[src/design/rfb_pkg.sv]
// shared types and constants for the response frame builder
`default_nettype none

package rfb_pkg;

	// field widths
	localparam int MAC_W      = 48;
	localparam int IP_W       = 32;
	localparam int PORT_W     = 16;
	localparam int SEQ_W      = 32;
	localparam int LEN_W      = 11;
	localparam int BYTE_W     = 8;
	localparam int CFG_IDX_W  = 3;
	localparam int CFG_DATA_W = 32;

	// stream widths
	localparam int S_TDATA_W = 200;
	localparam int S_TUSER_W = 2;
	localparam int M_TDATA_W = 8;
	localparam int M_TUSER_W = 2;

	// largest payload accepted
	localparam logic [LEN_W-1:0] MAX_PAYLOAD = 11'd1460;

	// header geometry
	localparam int HDR_TCP_BYTES = 54;
	localparam int HDR_UDP_BYTES = 42;
	localparam int HDR_BITS      = HDR_TCP_BYTES * 8;
	localparam int IDX_W         = 6;

	// protocol numbers and fixed header values
	localparam logic [7:0]  PROTO_TCP   = 8'd6;
	localparam logic [7:0]  PROTO_UDP   = 8'd17;
	localparam logic [15:0] ETH_TYPE_IP = 16'h0800;
	localparam logic [7:0]  IP_VER_IHL  = 8'h45;
	localparam logic [15:0] IP_FLAGS_DF = 16'h4000;
	localparam logic [7:0]  IP_TTL      = 8'd64;
	localparam logic [7:0]  TCP_DOFF    = 8'h50;
	localparam logic [7:0]  TCP_PSH_ACK = 8'h18;
	localparam logic [7:0]  TCP_PSH     = 8'h08;
	localparam logic [15:0] TCP_WINDOW  = 16'hFFFF;
	localparam logic [15:0] TCP_IP_LEN  = 16'd40;
	localparam logic [15:0] UDP_IP_LEN  = 16'd28;
	localparam logic [15:0] UDP_HDR_LEN = 16'd8;

	// checksum sequencer steps
	localparam int SUM_CNT_W = 4;
	localparam logic [SUM_CNT_W-1:0] SUM_FOLD = 4'd9;
	localparam logic [SUM_CNT_W-1:0] SUM_LAST = 4'd10;
	localparam logic [SUM_CNT_W-1:0] SUM_DONE = 4'd11;

	typedef enum logic [CFG_IDX_W-1:0] {
		CFG_REPLY_IP      = 3'd0,
		CFG_REPLY_PORT    = 3'd1,
		CFG_FALLBACK_IP   = 3'd2,
		CFG_FALLBACK_PORT = 3'd3,
		CFG_PROTO         = 3'd4,
		CFG_START_SEQ     = 3'd5
	} cfg_idx_t;

	typedef enum logic [1:0] {
		STAT_OK    = 2'd0,
		STAT_ADDR  = 2'd1,
		STAT_PROTO = 2'd2,
		STAT_LEN   = 2'd3
	} status_t;

	typedef enum logic {
		S_IDLE = 1'b0,
		S_HDR  = 1'b1
	} state_t;

	// controller to datapath
	typedef struct packed {
		logic take_pay;
		logic take_err;
		logic take_start;
		logic hdr_emit;
	} dp_cmd_t;

	// datapath to controller
	typedef struct packed {
		logic out_free;
		logic kind;
		logic err;
		logic hdr_last;
	} dp_stat_t;

endpackage

`default_nettype wire

[src/design/rfb_datapath.sv]
// datapath: config registers, header fields, checksum sequencer, output register
`default_nettype none

module rfb_datapath (
	input  wire                              clk,
	input  wire                              arst_n,
	input  wire  [rfb_pkg::S_TUSER_W-1:0]    s_tuser,
	input  wire  [rfb_pkg::S_TDATA_W-1:0]    s_tdata,
	input  wire                              cfg_we,
	input  wire  [rfb_pkg::CFG_IDX_W-1:0]    cfg_index,
	input  wire  [rfb_pkg::CFG_DATA_W-1:0]   cfg_wdata,
	input  wire  rfb_pkg::dp_cmd_t           cmd,
	output rfb_pkg::dp_stat_t                stat,
	output logic                             m_tvalid,
	output logic [rfb_pkg::M_TDATA_W-1:0]    m_tdata,
	output logic                             m_tlast,
	output logic [rfb_pkg::M_TUSER_W-1:0]    m_tuser,
	input  wire                              m_tready
);
	import rfb_pkg::*;

	// input fields
	logic              kind;
	logic              has_req;
	logic [MAC_W-1:0]  req_src_mac;
	logic [MAC_W-1:0]  req_dst_mac;
	logic [IP_W-1:0]   req_src_ip;
	logic [PORT_W-1:0] req_src_port;
	logic [SEQ_W-1:0]  req_seq;
	logic [LEN_W-1:0]  payload_len;
	logic [BYTE_W-1:0] payload_byte;

	// config registers
	logic [IP_W-1:0]   reply_ip_q;
	logic [PORT_W-1:0] reply_port_q;
	logic [IP_W-1:0]   fallback_ip_q;
	logic [PORT_W-1:0] fallback_port_q;
	logic [7:0]        proto_q;
	logic [SEQ_W-1:0]  seq_cnt_q;

	// frame state
	logic [LEN_W-1:0]  bytes_left_q;
	logic [IDX_W-1:0]  idx_q;
	logic              tcp_q;
	logic [SUM_CNT_W-1:0] sum_cnt_q;
	logic [19:0]       acc_q;
	logic [15:0]       csum_q;

	// header fields latched at start
	logic [MAC_W-1:0]  dmac_q;
	logic [MAC_W-1:0]  smac_q;
	logic [IP_W-1:0]   dip_q;
	logic [PORT_W-1:0] dport_q;
	logic [15:0]       tot_len_q;
	logic [31:0]       seg_q;
	logic [SEQ_W-1:0]  ack_q;
	logic [7:0]        flags_q;

	logic              out_valid_q;
	logic [BYTE_W-1:0] out_byte_q;
	logic              out_last_q;
	status_t           out_stat_q;

	status_t           err_code;
	logic              is_tcp;
	logic [15:0]       sum_word;
	logic [HDR_BITS-1:0] hdr_vec;
	logic [BYTE_W-1:0] hdr_byte;
	logic              out_free;

	assign kind         = s_tuser[0];
	assign has_req      = s_tuser[1];
	assign req_src_mac  = s_tdata[47:0];
	assign req_dst_mac  = s_tdata[95:48];
	assign req_src_ip   = s_tdata[127:96];
	assign req_src_port = s_tdata[143:128];
	assign req_seq      = s_tdata[175:144];
	assign payload_len  = s_tdata[186:176];
	assign payload_byte = s_tdata[194:187];

	assign is_tcp   = (proto_q == PROTO_TCP);
	assign out_free = !out_valid_q || m_tready;

	// length first, then address and port, then protocol
	always_comb begin
		if (payload_len == '0 || payload_len > MAX_PAYLOAD) begin
			err_code = STAT_LEN;
		end else if (reply_ip_q == '0 || reply_port_q == '0) begin
			err_code = STAT_ADDR;
		end else if (proto_q != PROTO_TCP && proto_q != PROTO_UDP) begin
			err_code = STAT_PROTO;
		end else begin
			err_code = STAT_OK;
		end
	end

	always_comb begin
		stat.out_free = out_free;
		stat.kind     = kind;
		stat.err      = (err_code != STAT_OK);
		stat.hdr_last = (idx_q == (tcp_q ? IDX_W'(HDR_TCP_BYTES - 1)
		                                 : IDX_W'(HDR_UDP_BYTES - 1)));
	end

	// ipv4 header words, one per checksum step
	always_comb begin
		case (sum_cnt_q)
			4'd0:    sum_word = {IP_VER_IHL, 8'h00};
			4'd1:    sum_word = tot_len_q;
			4'd2:    sum_word = 16'h0000;
			4'd3:    sum_word = IP_FLAGS_DF;
			4'd4:    sum_word = {IP_TTL, proto_q};
			4'd5:    sum_word = reply_ip_q[31:16];
			4'd6:    sum_word = reply_ip_q[15:0];
			4'd7:    sum_word = dip_q[31:16];
			4'd8:    sum_word = dip_q[15:0];
			default: sum_word = 16'h0000;
		endcase
	end

	// whole header, first wire byte in the top bits; udp stops after byte 41
	assign hdr_vec = {dmac_q, smac_q, ETH_TYPE_IP,
		IP_VER_IHL, 8'h00, tot_len_q, 16'h0000, IP_FLAGS_DF, IP_TTL, proto_q,
		csum_q, reply_ip_q, dip_q,
		reply_port_q, dport_q, seg_q, ack_q, TCP_DOFF, flags_q, TCP_WINDOW,
		32'h0000_0000};

	assign hdr_byte = hdr_vec[{IDX_W'(HDR_TCP_BYTES - 1) - idx_q, 3'b000} +: BYTE_W];

	// config registers and sequence counter
	always_ff @(posedge clk or negedge arst_n) begin
		if (!arst_n) begin
			reply_ip_q      <= '0;
			reply_port_q    <= '0;
			fallback_ip_q   <= '0;
			fallback_port_q <= '0;
			proto_q         <= PROTO_TCP;
			seq_cnt_q       <= '0;
		end else if (cfg_we) begin
			case (cfg_index)
				CFG_REPLY_IP:      reply_ip_q      <= cfg_wdata;
				CFG_REPLY_PORT:    reply_port_q    <= cfg_wdata[PORT_W-1:0];
				CFG_FALLBACK_IP:   fallback_ip_q   <= cfg_wdata;
				CFG_FALLBACK_PORT: fallback_port_q <= cfg_wdata[PORT_W-1:0];
				CFG_PROTO:         proto_q         <= cfg_wdata[7:0];
				CFG_START_SEQ:     seq_cnt_q       <= cfg_wdata;
				default: ;
			endcase
		end else if (cmd.take_start) begin
			seq_cnt_q <= seq_cnt_q + SEQ_W'(payload_len);
		end
	end

	// frame control state
	always_ff @(posedge clk or negedge arst_n) begin
		if (!arst_n) begin
			bytes_left_q <= '0;
			idx_q        <= '0;
			tcp_q        <= 1'b0;
			sum_cnt_q    <= SUM_DONE;
			out_valid_q  <= 1'b0;
		end else begin
			if (cmd.take_start) begin
				bytes_left_q <= payload_len;
				idx_q        <= '0;
				tcp_q        <= is_tcp;
				sum_cnt_q    <= '0;
			end else begin
				if (cmd.take_err) begin
					bytes_left_q <= '0;
				end else if (cmd.take_pay && bytes_left_q != '0) begin
					bytes_left_q <= bytes_left_q - 1'b1;
				end
				if (cmd.hdr_emit) begin
					idx_q <= idx_q + 1'b1;
				end
				if (sum_cnt_q != SUM_DONE) begin
					sum_cnt_q <= sum_cnt_q + 1'b1;
				end
			end

			if (cmd.take_err || cmd.hdr_emit ||
			    (cmd.take_pay && bytes_left_q != '0)) begin
				out_valid_q <= 1'b1;
			end else if (m_tready) begin
				out_valid_q <= 1'b0;
			end
		end
	end

	// header fields and checksum
	always_ff @(posedge clk) begin
		if (cmd.take_start) begin
			dmac_q    <= has_req ? req_src_mac : '0;
			smac_q    <= has_req ? req_dst_mac : '0;
			dip_q     <= has_req ? req_src_ip : fallback_ip_q;
			dport_q   <= has_req ? req_src_port : fallback_port_q;
			tot_len_q <= 16'(payload_len) + (is_tcp ? TCP_IP_LEN : UDP_IP_LEN);
			seg_q     <= is_tcp ? seq_cnt_q
			                    : {16'(payload_len) + UDP_HDR_LEN, 16'h0000};
			ack_q     <= has_req ? req_seq + 1'b1 : '0;
			flags_q   <= has_req ? TCP_PSH_ACK : TCP_PSH;
			acc_q     <= '0;
		end else if (sum_cnt_q < SUM_FOLD) begin
			acc_q <= acc_q + 20'(sum_word);
		end else if (sum_cnt_q == SUM_FOLD) begin
			acc_q <= 20'(acc_q[15:0]) + 20'(acc_q[19:16]);
		end else if (sum_cnt_q == SUM_LAST) begin
			csum_q <= ~(acc_q[15:0] + 16'(acc_q[16]));
		end
	end

	// output register
	always_ff @(posedge clk) begin
		if (cmd.take_err) begin
			out_byte_q <= '0;
			out_last_q <= 1'b1;
			out_stat_q <= err_code;
		end else if (cmd.hdr_emit) begin
			out_byte_q <= hdr_byte;
			out_last_q <= 1'b0;
			out_stat_q <= STAT_OK;
		end else if (cmd.take_pay && bytes_left_q != '0) begin
			out_byte_q <= payload_byte;
			out_last_q <= (bytes_left_q == LEN_W'(1));
			out_stat_q <= STAT_OK;
		end
	end

	assign m_tvalid = out_valid_q;
	assign m_tdata  = out_byte_q;
	assign m_tlast  = out_last_q;
	assign m_tuser  = out_stat_q;

endmodule

`default_nettype wire

[src/design/rfb_ctrl.sv]
// controller: input acceptance and header emission sequencing
`default_nettype none

module rfb_ctrl (
	input  wire                clk,
	input  wire                arst_n,
	input  wire                s_tvalid,
	output logic               s_tready,
	input  wire rfb_pkg::dp_stat_t stat,
	output rfb_pkg::dp_cmd_t   cmd
);
	import rfb_pkg::*;

	state_t state_q;
	state_t state_d;

	always_ff @(posedge clk or negedge arst_n) begin
		if (!arst_n) begin
			state_q <= S_IDLE;
		end else begin
			state_q <= state_d;
		end
	end

	always_comb begin
		state_d  = state_q;
		s_tready = 1'b0;
		cmd      = '0;
		case (state_q)
			S_IDLE: begin
				s_tready = stat.out_free;
				if (s_tvalid && stat.out_free) begin
					if (stat.kind) begin
						cmd.take_pay = 1'b1;
					end else if (stat.err) begin
						cmd.take_err = 1'b1;
					end else begin
						cmd.take_start = 1'b1;
						state_d        = S_HDR;
					end
				end
			end
			S_HDR: begin
				if (stat.out_free) begin
					cmd.hdr_emit = 1'b1;
					if (stat.hdr_last) begin
						state_d = S_IDLE;
					end
				end
			end
			default: state_d = S_IDLE;
		endcase
	end

endmodule

`default_nettype wire

[src/design/response_frame_builder.sv]
// top level of the response frame builder
//
// takes items on the s_ stream and produces reply frame bytes on the m_ stream.
// a start item (s_tuser kind 0) is checked first; a bad length, a zero reply
// address or port, or an unsupported protocol gives a single error item with
// m_tlast set and the status code on m_tuser. otherwise the block emits the
// ethernet, ipv4 and tcp or udp header, one byte per cycle unless the receiver
// stalls: 54 bytes for tcp, 42 for udp, once the controller has entered its
// header state. no input item is taken while the header goes out. payload
// items (kind 1) pass through the output register at one item per cycle unless
// the receiver stalls; m_tlast marks the last payload byte. payload items that
// arrive with no frame open are dropped.
// the ipv4 checksum is worked out by a sequencer that adds one header word per
// cycle and folds the carries, finishing before the checksum bytes are due.
// a single output register holds each result; while the receiver stalls it
// holds its item and the block takes no new input item.
// reset clears the config registers (protocol back to tcp), the sequence
// counter and any open frame. config writes belong to idle periods.
`default_nettype none

module response_frame_builder (
	input  wire                              clk,
	input  wire                              arst_n,
	// slave stream
	input  wire                              s_tvalid,
	output logic                             s_tready,
	// req_src_mac, req_dst_mac, req_src_ip, req_src_port, req_seq,
	// payload_len, payload_byte, zero pad
	input  wire  [rfb_pkg::S_TDATA_W-1:0]    s_tdata,
	// kind, has_request
	input  wire  [rfb_pkg::S_TUSER_W-1:0]    s_tuser,
	// master stream
	output logic                             m_tvalid,
	input  wire                              m_tready,
	// frame_byte
	output logic [rfb_pkg::M_TDATA_W-1:0]    m_tdata,
	// end_of_frame
	output logic                             m_tlast,
	// status
	output logic [rfb_pkg::M_TUSER_W-1:0]    m_tuser,
	// config write port
	input  wire                              cfg_we,
	input  wire  [rfb_pkg::CFG_IDX_W-1:0]    cfg_index,
	input  wire  [rfb_pkg::CFG_DATA_W-1:0]   cfg_wdata
);
	import rfb_pkg::*;

	dp_cmd_t  cmd;
	dp_stat_t stat;

	// state machine: idle/accept vs. header emission
	rfb_ctrl u_ctrl (
		.clk      (clk),
		.arst_n   (arst_n),
		.s_tvalid (s_tvalid),
		.s_tready (s_tready),
		.stat     (stat),
		.cmd      (cmd)
	);

	// registers, header assembly, checksum, output stage
	rfb_datapath u_dp (
		.clk       (clk),
		.arst_n    (arst_n),
		.s_tuser   (s_tuser),
		.s_tdata   (s_tdata),
		.cfg_we    (cfg_we),
		.cfg_index (cfg_index),
		.cfg_wdata (cfg_wdata),
		.cmd       (cmd),
		.stat      (stat),
		.m_tvalid  (m_tvalid),
		.m_tdata   (m_tdata),
		.m_tlast   (m_tlast),
		.m_tuser   (m_tuser),
		.m_tready  (m_tready)
	);

endmodule

`default_nettype wire

[config.mk]
export PLATFORM = sky130hd
export DESIGN_NAME = response_frame_builder
export DESIGN_NICKNAME = d
export VERILOG_FILES = /design/src/design/rfb_pkg.sv /design/src/design/rfb_datapath.sv /design/src/design/rfb_ctrl.sv /design/src/design/response_frame_builder.sv
export SDC_FILE = /design/constraint.sdc
export NUM_CORES = 1
export LEC_CHECK = 0
export BUFFER_PORTS_ARGS = -buffer_cell sky130_fd_sc_hd__buf_2
export CAP_MARGIN = 20
export CORE_ASPECT_RATIO = 1.5
export CORE_MARGIN = 4
export CORE_UTILIZATION = 64
export DETAILED_ROUTE_END_ITERATION = 7
export PLACE_DENSITY = 0.95
export SLEW_MARGIN = 10
export SYNTH_ARGS = -nofsm -noshare
export SYNTH_HDL_FRONTEND = slang
export SYNTH_SLANG_ARGS = --single-unit
[constraint.sdc]
create_clock -name clk -period 9.3 [get_ports clk]
set_clock_uncertainty 0.2 [all_clocks]
set_input_delay 1.86 -clock clk [delete_from_list [all_inputs] [get_ports clk]]
set_output_delay 1.86 -clock clk [all_outputs]
set_load 0.03 [all_outputs]
==> results of run 1 <==
## worst register-to-register path, cell delays in order, from the launching register on
cell	delay [ps]
dfstp_2	570
inv_1	80
ha_1	260
nand2b_1	450
nor2_1	380
a22o_1	270
nor3_1	390
inv_1	90
ha_1	300
a211oi_1	410
o211ai_1	200
a31oi_1	430
o31ai_2	180
a2111oi_2	550
o211ai_1	170
a31oi_1	190
## power breakdown
group	internal, mW	total, mW	switching, mW
sequential	2.29	2.63	0.341
clock	0.995	1.75	0.750
combinational	1.35	3.36	2.00
total	4.64	7.74	3.09
## sequential cells by signal, indices dropped and copies added (netlist names), 20 cells and up
register / cells
u_dp.seq_cnt_q: 32
u_dp.dip_q: 32
u_dp.reply_ip_q: 32
u_dp.dmac_q: 48
u_dp.smac_q: 48
u_dp.fallback_ip_q: 32
u_dp.ack_q: 32
u_dp.acc_q: 20
u_dp.seg_q: 32
## per-layer routing
metal  track usage (%)  vias to the layer above
met3              5.99                      386
met2              60.9                     1366
met1              42.7                     9191
li1                  -                     8044
met5                 0                        -
met4              28.1                        0
## per-stage QoR
stage,power (mW),hold WS [ps],utilization (%),instances
after floorplan,4.93,264,-,2046
after global placement,5.70,283,68.5,2671
after detailed placement,5.84,293,68.5,2671
after CTS,7.60,307,72.3,2748
after global routing,8.04,324,72.4,2752
final,7.74,306,72.4,2752
## synth_stat cells (all sizes together) (12+ instances only)
master	n	area (um2)
a21oi	74	374
ha	54	676
o21ai	67	350
nor2	118	443
xor2	37	343
and2	138	863
nor4	22	168
a211oi	42	320
a21o	12	90.1
nand3	59	295
nand4	25	156
dfrtp	155	3880
inv	41	154
edfxtp	239	7180
a31oi	19	134
mux2i	47	470
o211ai	14	105
clkbuf	71	267
nor2b	22	138
a22oi	46	345
buf	55	354
mux4	40	901
mux2	173	1950
xnor2	63	552
dfxtp	29	581
nand2	120	453
a22o	13	114
nor3	46	245
and3	40	250
## cell type report
| class | count | area (um2) |
|---|---|---|
| well taps | 484 | 606 |
| repair buffers | 269 | 1420 |
| flip-flops and latches | 428 | 11800 |
| inverters | 42 | 158 |
| fillers | 2337 | 10100 |
| diodes | 2 | 5.00 |
| clock inverters | 18 | 183 |
| clock buffers | 59 | 1210 |
| multi-input cells | 1450 | 11100 |
## worst max path at each step
stage / startpoint / to / slack, ps
final: u_dp.sum_cnt_q[1]$_DFFE_PN1P_ / u_dp.acc_q[19]$_SDFFE_PP0N_ / 4080
after global routing: u_dp.sum_cnt_q[1]$_DFFE_PN1P_ / u_dp.acc_q[19]$_SDFFE_PP0N_ / 3840
after CTS: u_dp.sum_cnt_q[1]$_DFFE_PN1P_ / u_dp.acc_q[19]$_SDFFE_PP0N_ / 4220
after detailed placement: s_tdata[176] / u_dp.seq_cnt_q[24]$_DFFE_PN0P_ / 4100
after global placement: s_tdata[176] / u_dp.seq_cnt_q[18]$_DFFE_PN0P_ / 4220
after floorplan: s_tdata[179] / u_dp.csum_q[0]$_DFFE_PP_ / 1670
## cells by family after synthesis
logic type               after synthesis  synth area share, %
AND/OR/NAND/NOR                      641                 14.5
flip-flops                           428                 49.8
AO/OA/AOI/OAI                        392                 11.6
multiplexers                         260                 14.0
buffers and inverters                168                 3.29
XOR/XNOR                             100                 3.78
adder cells (fa/ha/maj)               57                 3.11
==> impl_metrics.csv, run 1 <==
group,metric,value,unit
synth,synth_seq_cells,428,
floorplanning,die_x,165,um
setup_path,reg2reg_depth,15,
outcome,status,"finished, final reports clean",
clock_tree,clk_path_buf_depth,3,
min_path,whs_path_depth,1,
synth,seq_area_frac_synth,49.8,%
grt,antenna_found_initial,2,
routing,wire_per_inst,27.5,um
pwr,vdd_drop_max,0.241,mV
final_layout,design_area,26500,um2
final_layout,final_nets,2532,
clock_tree,clk_pin_slew_worst_paths,60,ps
setup_path,timing.rr.start,"u_dp.sum_cnt_q[1]$_DFFE_PN1P_",
job,cap_violations,0,
min_path,min_to,"u_dp.fallback_ip_q[17]$_DFFE_PN0P_",
floorplanning,start_util,64.6,%
routing,wl_met3,6770,um
setup_path,reg2reg_setup_slack,4080,ps
clock_tree,cts_setup_buffers,0,
timing,max_freq,191,MHz
clock_tree,cts_hold_buf,0,
routing,totalWireLength,75800,um
routing,wl_met2,36900,um
timing,max_slew_margin,20.8,%
floorplanning,die_y,243,um
synth,synth_edf_count,239,
synth,synthArstFlopShare,37.4,%
synth,ys.warnings.count,0,
routing,ant_nets,0,
setup_path,path_cells,"inv_1, ha_1, nand2b_1, nor2_1, a22o_1, nor3_1, inv_1, ha_1, a211oi_1, o211ai_1, a31oi_1, o31ai_2, a2111oi_2, o211ai_1, a31oi_1",
pwr,power_per_cell_area,292,nW/um2
clock_tree,cts_buffers,42,
setup_path,cp.depth,15,
min_path,holdCritPathClass,"reg2reg",
setup_path,r2r_end,"u_dp.acc_q[19]$_SDFFE_PP0N_",
timing,hold_viol,0,
grt,track_usage,36.9,%
setup_path,crit_path_max_fanout,13,
routing,vias,19000,
final_layout,layout_common_cells,"buf_2 (247), edfxtp_1 (239), mux2_2 (173), dfrtp_1 (153), and2_1 (138)",
setup_path,startpoint_type,"flop",
grt,grt_pass1_vias,18900,
timing,fin_crit_sh,56.2,%
final_layout,area_growth,12.0,%
setup_path,crit_arrival,5470,ps
clock_tree,root_buffer,"clkbuf_16",
synth,syn_nets,2345,
grt,grt-ovfl-total,0,
timing,finalCriticalPeriod,5220,ps
synth,synthFlopType,"edfxtp_1",
timing,slew_viol_final,0,
routing,dr.pass1.iters,6,
setup_path,cpMaxStageDelayCell,"dfstp_2",
setup_path,path_buf_inv,2,
final_layout,layout_commonest_cell,"buf_2",
synth,synth_cell_types,93,
grt,grt_pass1_wl,112000,um
clock_tree,cts_tree,"done",
clock_tree,clock_latency,550,ps
synth,syn-cell-area,23600,um2
timing,setup_viol,0,
clock_tree,cts-resized-gates,0,
timing,worst_slew_pin_slew,1190,ps
routing,drt_iter0_markers,2406,
setup_path,path_delay_family,"compound AO/OA/AOI/OAI gates",
floorplanning,core,36600,um2
floorplanning,row_count,86,
placement,place_area,25100,um2
synth,synthCells,2046,
timing,fin_ws,4080,ps
min_path,min-delay-start,"u_dp.fallback_ip_q[17]$_DFFE_PN0P_",
pwr,power.leakage,10.3,nW
routing,dr.max_layer_used,"met4",
setup_path,path_class,"reg2reg",
clock_tree,htree_num_levels,2,
floorplanning,design.die.area,40200,um2
final_layout,layout-drive-gt1-share,25.9,%
placement,place_hpwl,51900,um
timing,tns,0,ps
floorplanning,io_pins,255,
setup_path,required,9550,ps
setup_path,max_stage_delay,570,ps
synth,synth_area_per_cell,11.6,um2
placement,place.gp.congestion,0.966,
routing,met1Wirelength,24500,um
placement,port_buffers,249,
placement,post-place-ws,4100,ps
routing,drcViolationCount,0,
clock_tree,clock-sinks,428,
setup_path,critPathCaptureType,"flop",
grt,grt_max_degree,218,
timing,rsz0062_at_grt,"no",
routing,drt-vias-per-instance,6.90,
Power figures use the tool's default switching activity.
==> inputs of run 2 (changes only) <==
--- a/config.mk
+++ b/config.mk
@@ -9,9 +9,9 @@
 export CAP_MARGIN = 20
 export CORE_ASPECT_RATIO = 1.5
 export CORE_MARGIN = 4
-export CORE_UTILIZATION = 64
+export CORE_UTILIZATION = 60
 export DETAILED_ROUTE_END_ITERATION = 7
-export PLACE_DENSITY = 0.95
+export PLACE_DENSITY = 0.92
 export SLEW_MARGIN = 10
 export SYNTH_ARGS = -nofsm -noshare
 export SYNTH_HDL_FRONTEND = slang
==> constraint.sdc (replaced) <==
create_clock -name clk -period 5.1 [get_ports clk]
set_clock_uncertainty 0.2 [all_clocks]
set_input_delay 1.02 -clock clk [delete_from_list [all_inputs] [get_ports clk]]
set_output_delay 1.02 -clock clk [all_outputs]
set_load 0.03 [all_outputs]
==> impl_metrics.csv, run 2 (synthesized netlist as in run 1, its figures left out) <==
group,metric,value,unit
timing,setup_viol,0,
timing,slew_viol_final,0,
clock_tree,cts_tree,"done",
setup_path,critPathCaptureType,"flop",
placement,place_hpwl,52600,um
grt,antenna_found_initial,1,
final_layout,layout_commonest_cell,"buf_2",
timing,tns,0,ps
grt,grt_pass1_wl,112000,um
clock_tree,htree_num_levels,2,
routing,ant_nets,0,
timing,rsz0062_at_grt,"no",
final_layout,layout_common_cells,"buf_2 (247), edfxtp_1 (239), mux2_2 (173), dfrtp_1 (153), and2_1 (138)",
final_layout,layout-drive-gt1-share,26.8,%
setup_path,path_class,"reg2reg",
min_path,min-delay-start,"u_dp.fallback_ip_q[18]$_DFFE_PN0P_",
timing,hold_viol,0,
routing,dr.pass1.iters,7,
routing,drt_iter0_markers,2301,
routing,drcViolationCount,0,
final_layout,area_growth,13.6,%
min_path,holdCritPathClass,"reg2reg",
grt,grt-ovfl-total,0,
clock_tree,cts-resized-gates,0,
final_layout,diodes,0,
clock_tree,clock_latency,570,ps
clock_tree,clk_pin_slew_worst_paths,70,ps
routing,wire_per_inst,26.8,um
setup_path,startpoint_type,"flop",
final_layout,final_nets,2551,
placement,post-place-ws,763,ps
pwr,power.leakage,10.5,nW
floorplanning,io_pins,255,
timing,finalCriticalPeriod,4430,ps
grt,grt_pass1_vias,19100,
clock_tree,clk_path_buf_depth,3,
placement,port_buffers,249,
job,cap_violations,0,
routing,totalWireLength,74400,um
clock_tree,cts_hold_buf,0,
setup_path,timing.rr.start,"u_dp.sum_cnt_q[0]$_DFFE_PN1P_",
grt,grt_max_degree,126,
timing,fin_crit_sh,86.9,%
pwr,power_per_cell_area,538,nW/um2
clock_tree,cts_setup_buffers,0,
timing,worst_slew_pin_slew,1120,ps
pwr,vdd_drop_max,0.428,mV
setup_path,required,5360,ps
clock_tree,root_buffer,"clkbuf_16",
floorplanning,start_util,61.0,%
setup_path,crit_path_max_fanout,6,
routing,vias,18900,
setup_path,reg2reg_depth,16,
floorplanning,core,38800,um2
setup_path,reg2reg_setup_slack,670,ps
floorplanning,die_x,170,um
floorplanning,design.die.area,42700,um2
grt,track_usage,34.0,%
floorplanning,die_y,251,um
timing,whs,305,ps
timing,max_slew_margin,25.1,%
placement,place.gp.congestion,0.985,
floorplanning,row_count,88,
routing,drt-vias-per-instance,6.78,
clock_tree,clock-sinks,428,
setup_path,crit_arrival,4700,ps
min_path,whs_path_depth,1,
final_layout,reg_top3,"u_dp.dmac_q: 48 flops, u_dp.smac_q: 48 flops",
timing,max_freq,226,MHz
outcome,status,"finished, final reports clean",
min_path,min_to,"u_dp.fallback_ip_q[18]$_DFFE_PN0P_",
clock_tree,cts_buffers,42,
timing,fin_ws,666,ps
setup_path,r2r_end,"u_dp.acc_q[19]$_SDFFE_PP0N_",
## run 2: worst max path at each step
stage	cells past startpoint	end	slack, ps	start
6_report	16	u_dp.acc_q[19]$_SDFFE_PP0N_	670	u_dp.sum_cnt_q[0]$_DFFE_PN1P_
2_1_floorplan	10	u_dp.csum_q[0]$_DFFE_PP_	460	s_tdata[179]
5_1_grt	16	u_dp.acc_q[19]$_SDFFE_PP0N_	500	u_dp.sum_cnt_q[0]$_DFFE_PN1P_
3_3_place_gp	16	u_dp.acc_q[19]$_SDFFE_PP0N_	780	u_dp.sum_cnt_q[0]$_DFFE_PN1P_
4_1_cts	16	u_dp.acc_q[19]$_SDFFE_PP0N_	680	u_dp.sum_cnt_q[0]$_DFFE_PN1P_
3_5_place_dp	16	u_dp.acc_q[19]$_SDFFE_PP0N_	760	u_dp.sum_cnt_q[0]$_DFFE_PN1P_
## run 2: cell type report
type                       instances  area [um2]
clock buffer                      45        1090
sequential                       428       11800
fill                            2631       11900
clock inverter                    32         468
multi-input combinational       1450       11100
timing repair buffer             288        1610
tap                              495         619
inverter                          42         158
## run 2: metal layers
metal,GRT usage (%),share of wire [%]
met1,39.4,33
met3,6.34,8.4
met4,24.9,9.5
met5,0,0.017
met2,56.1,49
## run 2: per-stage QoR
step	util [%]	total power, mW	cell area (um2)	instances
final	69.3	14.5	26900	2780
after global routing	69.3	15.1	26900	2780
after CTS	69.3	14.3	26900	2780
after detailed placement	65.3	10.8	25300	2703
after global placement	65.3	10.5	25300	2703
after floorplan	-	8.99	23700	2046
## run 2: report_power, final
group | internal [mW] | switching [mW] | total, mW
clock network | 2.12 | 1.41 | 3.54
registers | 4.18 | 0.688 | 4.87
logic | 2.53 | 3.52 | 6.05
total | 8.83 | 5.62 | 14.5
## run 2: critical path: stages (launching register included)
cell and delay [ps]:
dfstp_2 580, inv_1 90, ha_1 260, and2_1 250, a22o_1 300, nor3_1 380
inv_1 90, ha_1 310, a211oi_1 100, o211ai_1 220, a31oi_1 130, buf_4 170
o31ai_2 360, a2111oi_2 130, buf_4 170, or4_1 460, a31oi_1 140
